==> src/design/spq_pkg.sv <==
package spq_pkg;

   // Default sizes of the queue
   localparam int QueueDepth    = 16;
   localparam int DataWidth     = 32;
   localparam int PriorityWidth = 8;

   // Operation codes of a request item
   typedef enum logic [1:0] {
      OP_ENQ   = 2'd0,
      OP_DEQ   = 2'd1,
      OP_FRONT = 2'd2,
      OP_NONE  = 2'd3
   } opcode_type;

   // Shift command broadcast to every cell of the chain
   typedef struct packed {
      logic enq;
      logic deq;
   } cell_ctrl_type;

endpackage

==> src/design/spq_intf.sv <==
interface spq_req_if #(
   parameter int DATA_WIDTH     = spq_pkg::DataWidth,
   parameter int PRIORITY_WIDTH = spq_pkg::PriorityWidth
);
   logic                      valid;
   logic                      ready;
   logic [1:0]                opcode;
   logic [DATA_WIDTH-1:0]     data_in;
   logic [PRIORITY_WIDTH-1:0] prio;

   modport source (output valid, opcode, data_in, prio, input ready);
   modport sink (input valid, opcode, data_in, prio, output ready);
endinterface

interface spq_rsp_if #(
   parameter int DATA_WIDTH = spq_pkg::DataWidth
);
   logic                  valid;
   logic                  ready;
   logic                  ok;
   logic [DATA_WIDTH-1:0] data_out;
   logic                  empty_flag;
   logic                  full_flag;

   modport source (output valid, ok, data_out, empty_flag, full_flag, input ready);
   modport sink (input valid, ok, data_out, empty_flag, full_flag, output ready);
endinterface

==> src/design/spq_cell.sv <==
module spq_cell #(
   parameter int DATA_WIDTH     = spq_pkg::DataWidth,
   parameter int PRIORITY_WIDTH = spq_pkg::PriorityWidth
) (
   input  logic                      clock,
   input  logic                      reset,
   input  spq_pkg::cell_ctrl_type    ctrl,
   input  logic [DATA_WIDTH-1:0]     new_value,
   input  logic [PRIORITY_WIDTH-1:0] new_prio,
   input  logic                      left_keep,
   input  logic [DATA_WIDTH-1:0]     left_value,
   input  logic [PRIORITY_WIDTH-1:0] left_prio,
   input  logic                      left_valid,
   input  logic [DATA_WIDTH-1:0]     right_value,
   input  logic [PRIORITY_WIDTH-1:0] right_prio,
   input  logic                      right_valid,
   output logic [DATA_WIDTH-1:0]     value,
   output logic [PRIORITY_WIDTH-1:0] prio,
   output logic                      valid,
   output logic                      keep
);
   import spq_pkg::*;

   logic [DATA_WIDTH-1:0]     value_ff, value_in;
   logic [PRIORITY_WIDTH-1:0] prio_ff, prio_in;
   logic                      valid_ff, valid_in;

   // Stay in place when this entry ranks at or above the new element
   assign keep = valid_ff && (prio_ff >= new_prio);

   // Pick the next content: hold, take the new element, or shift
   always_comb begin
      value_in = value_ff;
      prio_in  = prio_ff;
      valid_in = valid_ff;
      priority if (ctrl.enq) begin
         if (!keep) begin
            if (left_keep) begin
               value_in = new_value;
               prio_in  = new_prio;
               valid_in = 1'b1;
            end else begin
               value_in = left_value;
               prio_in  = left_prio;
               valid_in = left_valid;
            end
         end
      end else if (ctrl.deq) begin
         value_in = right_value;
         prio_in  = right_prio;
         valid_in = right_valid;
      end
   end

   always_ff @(posedge clock) begin
      if (reset) begin
         value_ff <= '0;
         prio_ff  <= '0;
         valid_ff <= 1'b0;
      end else begin
         value_ff <= value_in;
         prio_ff  <= prio_in;
         valid_ff <= valid_in;
      end
   end

   assign value = value_ff;
   assign prio  = prio_ff;
   assign valid = valid_ff;

endmodule

==> src/design/stable_priority_queue_unit.sv <==
// Stable bounded priority queue built as a sorted chain of cells.
// Request channel req_ch carries opcode, data_in and prio; opcode 0 enqueues,
// 1 dequeues the head, 2 reads the head without removing it, 3 does nothing.
// Response channel rsp_ch returns one item per request: ok, data_out (head
// value on a successful dequeue or front, zero otherwise), and empty_flag and
// full_flag describing the queue after the operation.
// Equal priorities leave in arrival order; enqueue on a full queue and
// dequeue or front on an empty queue return ok low and change nothing.
// Response: the item is valid in the cycle after the request is taken.
// Throughput: one item per cycle while the receiver takes each response; every
// cell compares its priority with the incoming one and shifts in the same cycle,
// so the chain update is a single step regardless of QUEUE_DEPTH.
// Stall: the response sits in an output register; while it waits, a new
// request is taken only in the cycle the receiver takes the held response.
// Reset: synchronous, active high; every cell is cleared and the queue is
// empty, the response register holds no item.
module stable_priority_queue_unit #(
   parameter int QUEUE_DEPTH    = spq_pkg::QueueDepth,
   parameter int DATA_WIDTH     = spq_pkg::DataWidth,
   parameter int PRIORITY_WIDTH = spq_pkg::PriorityWidth
) (
   input logic      clock,
   input logic      reset,
   spq_req_if.sink   req_ch,
   spq_rsp_if.source rsp_ch
);
   import spq_pkg::*;

   logic [DATA_WIDTH-1:0]     cell_value [QUEUE_DEPTH];
   logic [PRIORITY_WIDTH-1:0] cell_prio  [QUEUE_DEPTH];
   logic [QUEUE_DEPTH-1:0]    cell_valid;
   logic [QUEUE_DEPTH-1:0]    cell_keep;

   logic          req_fire;
   logic          is_enq, is_deq, is_front;
   logic          q_empty, q_full;
   logic          enq_ok, deq_ok, front_ok;
   cell_ctrl_type ctrl;

   logic                  rsp_valid_ff, rsp_valid_in;
   logic                  rsp_ok_ff, rsp_ok_in;
   logic [DATA_WIDTH-1:0] rsp_data_ff, rsp_data_in;
   logic                  rsp_empty_ff, rsp_empty_in;
   logic                  rsp_full_ff, rsp_full_in;

   // Take a request when the response register is free or being drained
   assign req_ch.ready = !rsp_valid_ff || rsp_ch.ready;
   assign req_fire     = req_ch.valid && req_ch.ready;

   // Decode the operation and check it against occupancy
   assign is_enq   = (req_ch.opcode == OP_ENQ);
   assign is_deq   = (req_ch.opcode == OP_DEQ);
   assign is_front = (req_ch.opcode == OP_FRONT);
   assign q_empty  = !cell_valid[0];
   assign q_full   = cell_valid[QUEUE_DEPTH-1];
   assign enq_ok   = req_fire && is_enq && !q_full;
   assign deq_ok   = req_fire && is_deq && !q_empty;
   assign front_ok = req_fire && is_front && !q_empty;

   assign ctrl.enq = enq_ok;
   assign ctrl.deq = deq_ok;

   // Chain of cells, head at index zero
   for (genvar i = 0; i < QUEUE_DEPTH; i++) begin : g_cell
      logic                      l_keep;
      logic [DATA_WIDTH-1:0]     l_value, r_value;
      logic [PRIORITY_WIDTH-1:0] l_prio, r_prio;
      logic                      l_valid, r_valid;

      if (i == 0) begin : g_head
         assign l_keep  = 1'b1;
         assign l_value = '0;
         assign l_prio  = '0;
         assign l_valid = 1'b0;
      end else begin : g_body
         assign l_keep  = cell_keep[i-1];
         assign l_value = cell_value[i-1];
         assign l_prio  = cell_prio[i-1];
         assign l_valid = cell_valid[i-1];
      end

      if (i == QUEUE_DEPTH-1) begin : g_tail
         assign r_value = '0;
         assign r_prio  = '0;
         assign r_valid = 1'b0;
      end else begin : g_link
         assign r_value = cell_value[i+1];
         assign r_prio  = cell_prio[i+1];
         assign r_valid = cell_valid[i+1];
      end

      spq_cell #(
         .DATA_WIDTH     (DATA_WIDTH),
         .PRIORITY_WIDTH (PRIORITY_WIDTH)
      ) u_cell (
         .clock       (clock),
         .reset       (reset),
         .ctrl        (ctrl),
         .new_value   (req_ch.data_in),
         .new_prio    (req_ch.prio),
         .left_keep   (l_keep),
         .left_value  (l_value),
         .left_prio   (l_prio),
         .left_valid  (l_valid),
         .right_value (r_value),
         .right_prio  (r_prio),
         .right_valid (r_valid),
         .value       (cell_value[i]),
         .prio        (cell_prio[i]),
         .valid       (cell_valid[i]),
         .keep        (cell_keep[i])
      );
   end

   // Build the response from the head and the occupancy after the update
   always_comb begin
      rsp_valid_in = rsp_valid_ff && !rsp_ch.ready;
      rsp_ok_in    = rsp_ok_ff;
      rsp_data_in  = rsp_data_ff;
      rsp_empty_in = rsp_empty_ff;
      rsp_full_in  = rsp_full_ff;
      if (req_fire) begin
         rsp_valid_in = 1'b1;
         rsp_ok_in    = enq_ok || deq_ok || front_ok;
         rsp_data_in  = (deq_ok || front_ok) ? cell_value[0] : '0;
         priority if (enq_ok) begin
            rsp_empty_in = 1'b0;
            rsp_full_in  = cell_valid[QUEUE_DEPTH-2];
         end else if (deq_ok) begin
            rsp_empty_in = !cell_valid[1];
            rsp_full_in  = 1'b0;
         end else begin
            rsp_empty_in = q_empty;
            rsp_full_in  = q_full;
         end
      end
   end

   always_ff @(posedge clock) begin
      if (reset) begin
         rsp_valid_ff <= 1'b0;
      end else begin
         rsp_valid_ff <= rsp_valid_in;
      end
      rsp_ok_ff    <= rsp_ok_in;
      rsp_data_ff  <= rsp_data_in;
      rsp_empty_ff <= rsp_empty_in;
      rsp_full_ff  <= rsp_full_in;
   end

   assign rsp_ch.valid      = rsp_valid_ff;
   assign rsp_ch.ok         = rsp_ok_ff;
   assign rsp_ch.data_out   = rsp_data_ff;
   assign rsp_ch.empty_flag = rsp_empty_ff;
   assign rsp_ch.full_flag  = rsp_full_ff;

`ifndef SYNTHESIS
   // Valid cells always form a prefix starting at the head
   a_valid_prefix: assert property (@(posedge clock) disable iff (reset)
      (cell_valid & (cell_valid + 1'b1)) == '0)
      else $error("valid cells do not form a prefix");

   // An enqueue into a queue with room succeeds and leaves it non-empty
   a_enq_ok: assert property (@(posedge clock) disable iff (reset)
      (req_fire && is_enq && !q_full) |=> (rsp_ok_ff && !rsp_empty_ff && cell_valid[0]))
      else $error("enqueue with room did not succeed");

   // A successful dequeue frees the tail cell
   a_deq_frees: assert property (@(posedge clock) disable iff (reset)
      (req_fire && is_deq && !q_empty) |=> !cell_valid[QUEUE_DEPTH-1])
      else $error("dequeue did not free the tail cell");

   // Reported flags match the chain while the response is fresh
   a_flags_match: assert property (@(posedge clock) disable iff (reset)
      req_fire |=> (rsp_empty_ff == !cell_valid[0])
                   && (rsp_full_ff == cell_valid[QUEUE_DEPTH-1]))
      else $error("response flags disagree with the chain");
`endif

endmodule

==> src/flat_wrapper.sv <==
// flat-port wrapper written by rule: the top's interface ports become plain ports
module stable_priority_queue_unit_flat import spq_pkg::*;
#(
   parameter int QUEUE_DEPTH    = spq_pkg::QueueDepth,
   parameter int DATA_WIDTH     = spq_pkg::DataWidth,
   parameter int PRIORITY_WIDTH = spq_pkg::PriorityWidth
)
  (clock, reset, req_ch_valid, req_ch_opcode, req_ch_data_in, req_ch_prio, req_ch_ready, rsp_ch_valid, rsp_ch_ok, rsp_ch_data_out, rsp_ch_empty_flag, rsp_ch_full_flag, rsp_ch_ready);
  spq_req_if #(.DATA_WIDTH(DATA_WIDTH), .PRIORITY_WIDTH(PRIORITY_WIDTH)) req_ch_i ();
  spq_rsp_if #(.DATA_WIDTH(DATA_WIDTH)) rsp_ch_i ();
  input logic clock;
  input logic reset;
  input wire logic [$bits(req_ch_i.valid)-1:0] req_ch_valid;
  input wire logic [$bits(req_ch_i.opcode)-1:0] req_ch_opcode;
  input wire logic [$bits(req_ch_i.data_in)-1:0] req_ch_data_in;
  input wire logic [$bits(req_ch_i.prio)-1:0] req_ch_prio;
  output wire logic [$bits(req_ch_i.ready)-1:0] req_ch_ready;
  output wire logic [$bits(rsp_ch_i.valid)-1:0] rsp_ch_valid;
  output wire logic [$bits(rsp_ch_i.ok)-1:0] rsp_ch_ok;
  output wire logic [$bits(rsp_ch_i.data_out)-1:0] rsp_ch_data_out;
  output wire logic [$bits(rsp_ch_i.empty_flag)-1:0] rsp_ch_empty_flag;
  output wire logic [$bits(rsp_ch_i.full_flag)-1:0] rsp_ch_full_flag;
  input wire logic [$bits(rsp_ch_i.ready)-1:0] rsp_ch_ready;
  assign req_ch_i.valid = req_ch_valid;
  assign req_ch_i.opcode = req_ch_opcode;
  assign req_ch_i.data_in = req_ch_data_in;
  assign req_ch_i.prio = req_ch_prio;
  assign req_ch_ready = req_ch_i.ready;
  assign rsp_ch_valid = rsp_ch_i.valid;
  assign rsp_ch_ok = rsp_ch_i.ok;
  assign rsp_ch_data_out = rsp_ch_i.data_out;
  assign rsp_ch_empty_flag = rsp_ch_i.empty_flag;
  assign rsp_ch_full_flag = rsp_ch_i.full_flag;
  assign rsp_ch_i.ready = rsp_ch_ready;
  stable_priority_queue_unit #(.QUEUE_DEPTH(QUEUE_DEPTH), .DATA_WIDTH(DATA_WIDTH), .PRIORITY_WIDTH(PRIORITY_WIDTH)) u_core (.clock(clock), .reset(reset), .req_ch(req_ch_i), .rsp_ch(rsp_ch_i));
endmodule
==> config.mk <==
export PLATFORM = sky130hd
export DESIGN_NAME = stable_priority_queue_unit_flat
export DESIGN_NICKNAME = d
export VERILOG_FILES = /design/src/design/spq_pkg.sv /design/src/design/spq_intf.sv /design/src/design/spq_cell.sv /design/src/design/stable_priority_queue_unit.sv /design/src/flat_wrapper.sv
export SDC_FILE = /design/constraint.sdc
export NUM_CORES = 2
export LEC_CHECK = 0
export ABC_AREA = 1
export ABC_CLOCK_PERIOD_IN_PS = 3100
export BUFFER_PORTS_ARGS = -buffer_cell sky130_fd_sc_hd__buf_2
export CAP_MARGIN = 20
export CORE_MARGIN = 8
export CORE_UTILIZATION = 25
export DETAILED_ROUTE_END_ITERATION = 10
export GPL_TIMING_DRIVEN = 0
export SETUP_SLACK_MARGIN = 0.3
export SLEW_MARGIN = 20
export SYNTH_ARGS = -nofsm -noshare
export SYNTH_HDL_FRONTEND = slang
export SYNTH_SLANG_ARGS = --single-unit
==> constraint.sdc <==
create_clock -name clock -period 3.1 [get_ports clock]
set_input_delay 0.31 -clock clock [delete_from_list [all_inputs] [get_ports clock]]
set_output_delay 0.31 -clock clock [all_outputs]
set_load 0.02 [all_outputs]
== Word-level counts from Yosys, hierarchy flattened ==
Cells that the tools add are included.

* RAM bits: 0
* Latch bits: 0
* Input bits: 46
* ROM bits: 0
* Logic and storage cells: 330
* Output and inout bits: 37
* Bits in registers: 692
* Memories kept: 0

* Add/sub/neg operators: 0
* Magnitude comparators: 16
* Divide/modulo/power cells: 0
* Shifts and indexed selects: 0
* $mul: 0
* Bitwise gates (word level): 0
* Multiplexer cells: 192
* Eq/ne operators: 18
* Reductions and logical operators: 51

{| class="wikitable"
|+ Operators with widths
! kind !! count
|-
| two-way mux 32 bit || 63
|-
| two-way mux 8 bit || 63
|-
| >= comparator 8 bit || 16
|-
| two-way mux 1 bit || 66
|-
| != test 2 bit (second input constant) || 16
|-
| AND reduction 2 bit || 16
|-
| logical AND 1 bit || 24
|-
| zero test 1 bit || 5
|-
| logical OR 1 bit || 4
|-
| equality test 2 x 1 -> 1 bit (second input constant) || 1
|-
| equality test 2 bit (second input constant) || 1
|-
| zero test 2 bit || 1
|-
| nonzero test 2 bit || 1
|}

== Longest topological paths before layout ==
* Depth in word-level cells: 7
* Depth in mapped cells: 18
* Depth with buffers taken out: 16

== Hierarchy ==
A second synthesis with hierarchy kept.

* Cells, all modules: 7777
* Area, all modules: 44999.4 µm²

{| class="wikitable"
|+ By module, submodules not included
! module !! area each (µm²) !! seq. area each (µm²) !! instances !! cells an instance
|-
| spq_cell || 2718.9 || 820.8 || 16 || 478
|-
| stable_priority_queue_unit || 1497.7 || 1071.0 || 1 || 129
|}

== Worst setup path after synthesis ==
Ideal clock, no wire load.

* Path kind: reg-to-reg
* Start: register u_core.rsp_valid_ff, in the netlist u_core.rsp_ch.valid
* End: register u_core.g_cell[3].u_cell.value_ff[28]
* Cell stages (with the launch flop): 11
* Period minus slack after synthesis: 2603 ps
* Slack: 497 ps
* Arrival: 2483 ps
* Data required time: 2980 ps
* Buffers on the path: 4
* Library setup time: 120 ps
* Path through: dfxtp_1 nand2_2 nand2_1 inv_1 nand4_2 buf_2 buf_4 buf_2 buf_2 a21oi_1 a21oi_1

* Longest elaborated chain between the ends: 7
* Elaborated cells on any way between the ends: 11
* Classes of those cells: 1 x eq/ne; 1 x mux; 9 x reduce/logical

{| class="wikitable"
|+ RTL lines
! item !! RTL line !! RTL
|-
| start: declaration || stable_priority_queue_unit.sv:40 || <nowiki>logic rsp_valid_ff, rsp_valid_in;</nowiki>
|-
| start signal: assignment || stable_priority_queue_unit.sv:143 || <nowiki>rsp_valid_ff <= rsp_valid_in;</nowiki>
|-
| zero test 1 bit (*) || stable_priority_queue_unit.sv:47 || <nowiki>assign req_ch.ready = !rsp_valid_ff || rsp_ch.ready;</nowiki>
|-
| logical OR 1 bit (*) || stable_priority_queue_unit.sv:47 ||
|-
| net req_ch_ready || flat_wrapper.sv:17 || <nowiki>output wire logic [$bits(req_ch_i.ready)-1:0] req_ch_ready;</nowiki>
|-
| logical AND 1 bit (*) || stable_priority_queue_unit.sv:48 || <nowiki>assign req_fire = req_ch.valid && req_ch.ready;</nowiki>
|-
| net u_core.req_fire || stable_priority_queue_unit.sv:34 || <nowiki>logic req_fire;</nowiki>
|-
| logical AND 1 bit (on tied branches) (2 in a row) || stable_priority_queue_unit.sv:56, stable_priority_queue_unit.sv:57 ||
|-
| != test 2 bit (no source line) / nonzero test 2 bit (equally long branches) || -- ||
|-
| AND reduction 2 bit (no source line) || -- ||
|-
| end signal: assignment || spq_cell.sv:61 || <nowiki>value_ff <= value_in;</nowiki>
|-
| end: declaration || spq_cell.sv:24 || <nowiki>logic [DATA_WIDTH-1:0] value_ff, value_in;</nowiki>
|}

The timed path passes the listed nets; every way through them passes the cells marked *.
A chain may end at the register's enable or synchronous reset.

== Worst setup path after layout ==
* Start: register u_core.g_cell[15].u_cell.valid_ff
* End: register u_core.g_cell[13].u_cell.prio_ff[2]

* Longest elaborated chain between the ends: 4
* Elaborated cells on any way between the ends: 6
* Classes of those cells: 1 x eq/ne; 1 x mux; 4 x reduce/logical

{| class="wikitable"
|+ RTL lines
! item !! RTL line !! RTL
|-
| start: declaration || spq_cell.sv:26 || <nowiki>logic valid_ff, valid_in;</nowiki>
|-
| start signal: assignment || spq_cell.sv:63 || <nowiki>valid_ff <= valid_in;</nowiki>
|-
| zero test 1 bit (*) || stable_priority_queue_unit.sv:56 || <nowiki>assign enq_ok = req_fire && is_enq && !q_full;</nowiki>
|-
| logical AND 1 bit (*) || stable_priority_queue_unit.sv:56 ||
|-
| != test 2 bit (no source line) / nonzero test 2 bit (equally long branches) || -- ||
|-
| AND reduction 2 bit (no source line) || -- ||
|-
| end signal: assignment || spq_cell.sv:62 || <nowiki>prio_ff <= prio_in;</nowiki>
|-
| end: declaration || spq_cell.sv:25 || <nowiki>logic [PRIORITY_WIDTH-1:0] prio_ff, prio_in;</nowiki>
|}

Mark *: on every way between the ends. The rest lies on a longest branch, timed or not.

==> flow_summary.toml <==
[setup_path]
crit_path_end_kind = "flop"
worstReg2RegStart = "u_core.g_cell[15].u_cell.valid"
worstSetupStartpoint = "u_core.g_cell[15].u_cell.valid"
cp_data_required_time_ns = 3.64
worst_setup_path_start_kind = "flop"
timing.critical_path.fanout_max = 10
r2r_setup_slack_ns = 0.27
regToRegEndpoint = "u_core.g_cell[13].u_cell.prio[2]"
worst-r2r-cell-count = 10
crit_arrival_ns = 3.36
critical_path.endpoint = "u_core.g_cell[13].u_cell.prio[2]"
setup.worst_path.class = "flop to flop"

[hold_path]
timing.hold.worst.class = "primary input to flop"

[clock_network]
clkTransAtPathRegs_ns = 0.06
cts_tree = "yes"
clockRootBuffer = "clkbuf_16"
cts_inserted_buffers = 84
htree_num_levels = 3
clock_path_buffers = 3
cts.sinks = 692
clk-insertion-delay-late_ns = 0.69

[sta]
worst_pin_slew_ns = 1.14
grt_setup_unrepaired = "true"
maxSlewViolCount = 0
slew-limit-headroom = 0.242
setup-violations-final = 0
post_route_worst_hold_slack_ns = 0.140
final_hold_viol_count = 0
fin_crit_ns = 2.83
finalClockSkew_ns = 0.0343
max_freq_mhz = 354
post-route-worst-setup-slack_ns = 0.273
final.period_utilization = 0.912

[drt]
detail_route.iter0.violations = 5566
post_drt_wl_per_cell_um = 19.8
dr.max_layer_used = "met4"
wirelength_met1_um = 79500
wirelength_um = 192000
dr_wl_met2_um = 85400
num_vias = 46598
route.antenna.remaining_nets = 0
detail_route.drc_violations = 0
avgViaCountPerCell = 4.82
routed_wl_met3_um = 16500
drt_pass_1_iters = 8

[floorplanning]
placement_rows = 151
initial_utilization = 0.252
coreArea_um2 = 169000
floorplan.die_area_um2 = 184000
chipWidth_um = 429
dieHeight_um = 429
io_count = 83

[grt]
grt_max_degree = 21
grt_first_pass_wirelength_um = 279000
grt_overflow = 0
grt.total_usage = 0.196
initial_antenna_violation_count = 8
grt_pass1_vias = 43463

[synth]
synth_area_per_cell_um2 = 5.94
synth_area_leaders = "dfxtp_1 31%, nand2_1 22%, a21oi_1 13%"
async_reset_ff_frac = 0
postSynth.topFlopCell = "dfxtp_1"
synth.yosys.warnings = 0
syn-num-nets = 7350
yosys.area.top_type = "dfxtp_1"
synth-seq-area-share = 0.333
netlist.area_leader.share = 0.308
synth_enable_flop_cells = 35
synthCells = 7184
synthDistinctLibCells = 32
ys_seq_elements = 692
post_syn_area_um2 = 42700

[pwr]
peakVddDrop_mv = 0.434
power.density_cell_area_nw_per_um2 = 487
cellLeakagePower_uw = 0.0271
power_total_uw = 24000

[finish]
count_of_nets_after_finishing = 7540
layout.cells.most_common = "nand2_1"
final-instance-count-excl-fill = 9659
drive_above_1_share = 0.0815
flow.area_growth_from_synthesis_pct = 15.3
mostFrequentLayoutCells = "2529 x nand2_1, 1077 x a21oi_1, 694 x inv_1, 657 x dfxtp_1, 640 x nor2_1"

[job]
cap_violations = 0

[placement]
place.detailed.hpwl_um = 154000
port-buffer-count = 81
dp_worst_setup_slack_ns = -0.729
finalWeightedCongestion = 0.973
place_inst = 9484

[status]
run_status = "completed"
[per-stage QoR]
stage / instance area, µm² / utilization / TNS, ns
6_report: 49200 / 0.290 / 0
5_1_grt: 49200 / 0.290 / 0
4_1_cts: 49100 / 0.289 / 0
3_5_place_dp: 45900 / 0.271 / -176.20
3_3_place_gp: 45900 / 0.271 / -629.28
2_1_floorplan: 42700 / - / 0
[registers in the layout, summed over array words and instances, names as in the netlist]
register,cells
u_core.g_cell.u_cell.valid,16
u_core.g_cell.u_cell.value,512
u_core.rsp_ch.empty_flag,1
u_core.rsp_ch.data_out,32
u_core.rsp_ch.valid,1
u_core.rsp_ch.full_flag,1
u_core.g_cell.u_cell.prio,128
u_core.rsp_ch.ok,1
[worst min path at each step]
stage	slack [ns]	endpoint	cells past startpoint	start
6_report	0.14	u_core.g_cell[15].u_cell.value[12]	2	reset
5_1_grt	0.17	u_core.g_cell[15].u_cell.value[10]	2	reset
4_1_cts	0.11	u_core.g_cell[15].u_cell.value[11]	2	reset
3_5_place_dp	0.46	u_core.g_cell[15].u_cell.value[24]	2	u_core.g_cell[15].u_cell.value[24]
3_3_place_gp	0.45	u_core.g_cell[15].u_cell.value[5]	2	u_core.g_cell[15].u_cell.value[5]
2_1_floorplan	0.44	u_core.g_cell[0].u_cell.value[0]	2	u_core.g_cell[0].u_cell.value[0]
[report_power, final]
group | leakage, µW | switching (µW) | internal (µW)
registers | 0.00572 | 246 | 9460
clock network | 0.00139 | 4350 | 6020
logic | 0.0200 | 2680 | 1220
total | 0.0271 | 7280 | 16700
[metal layers]
layer  global-route usage  vias to the layer above
met5                    0                        -
met4               0.0916                        0
met3               0.0329                      405
met2                0.318                     2149
met1                0.254                    21102
li1                     -                    22942
[logic make-up after synthesis]
kind of cell | count (synthesis) | synth area share
buffers and inverters | 1260 | 0.119
AOI/OAI and AO/OA | 1346 | 0.163
muxes | 1 | 0.000234
and+or+nand+nor | 3765 | 0.351
adders and majority gates | 120 | 0.0352
DFF | 692 | 0.333
[layout make-up]
class | instances | area, µm²
Inverter | 706 | 2680
Tap cell | 2218 | 2780
Clock buffer | 116 | 2450
Buffer | 554 | 2560
Multi-Input combinational cell | 5232 | 23500
Sequential cell | 692 | 14200
Antenna cell | 2 | 5.00
Timing Repair Buffer | 104 | 658
Fill cell | 18804 | 120000
Clock inverter | 35 | 375
[critical path: stages, from the launching register on]
cell      delay (ns)
dfxtp_1         0.37
inv_1           0.21
nand3_1         0.12
nor2_2          0.15
buf_4           0.26
buf_4           0.34
buf_4           0.33
clkbuf_1        0.52
nor2_1          0.10
a21oi_1         0.18
a21oi_1         0.10
[cells in the mapped netlist (12+ instances only)]
library cell	count
a21boi_0	39
a21oi_1	1079
buf_1	35
buf_2	232
clkbuf_1	279
dfxtp_1	657
edfxtp_1	35
ha_1	120
inv_1	701
nand2_1	2549
nand3_1	526
nor2_1	642
nor3_1	12
o21a_1	42
o21ai_0	176
[what timing repair did]
item / 4_1_cts / 5_1_grt
gates resized for setup: 41 / 120
buffers inserted: 20 / 0
gates cloned: 0 / 0
hold endpoints to repair: 1 / 0
pin swaps: 0 / 0
hold buffers: 2 / 0
setup endpoints to repair: 659 / 537
Power figures use the tool's default switching activity.
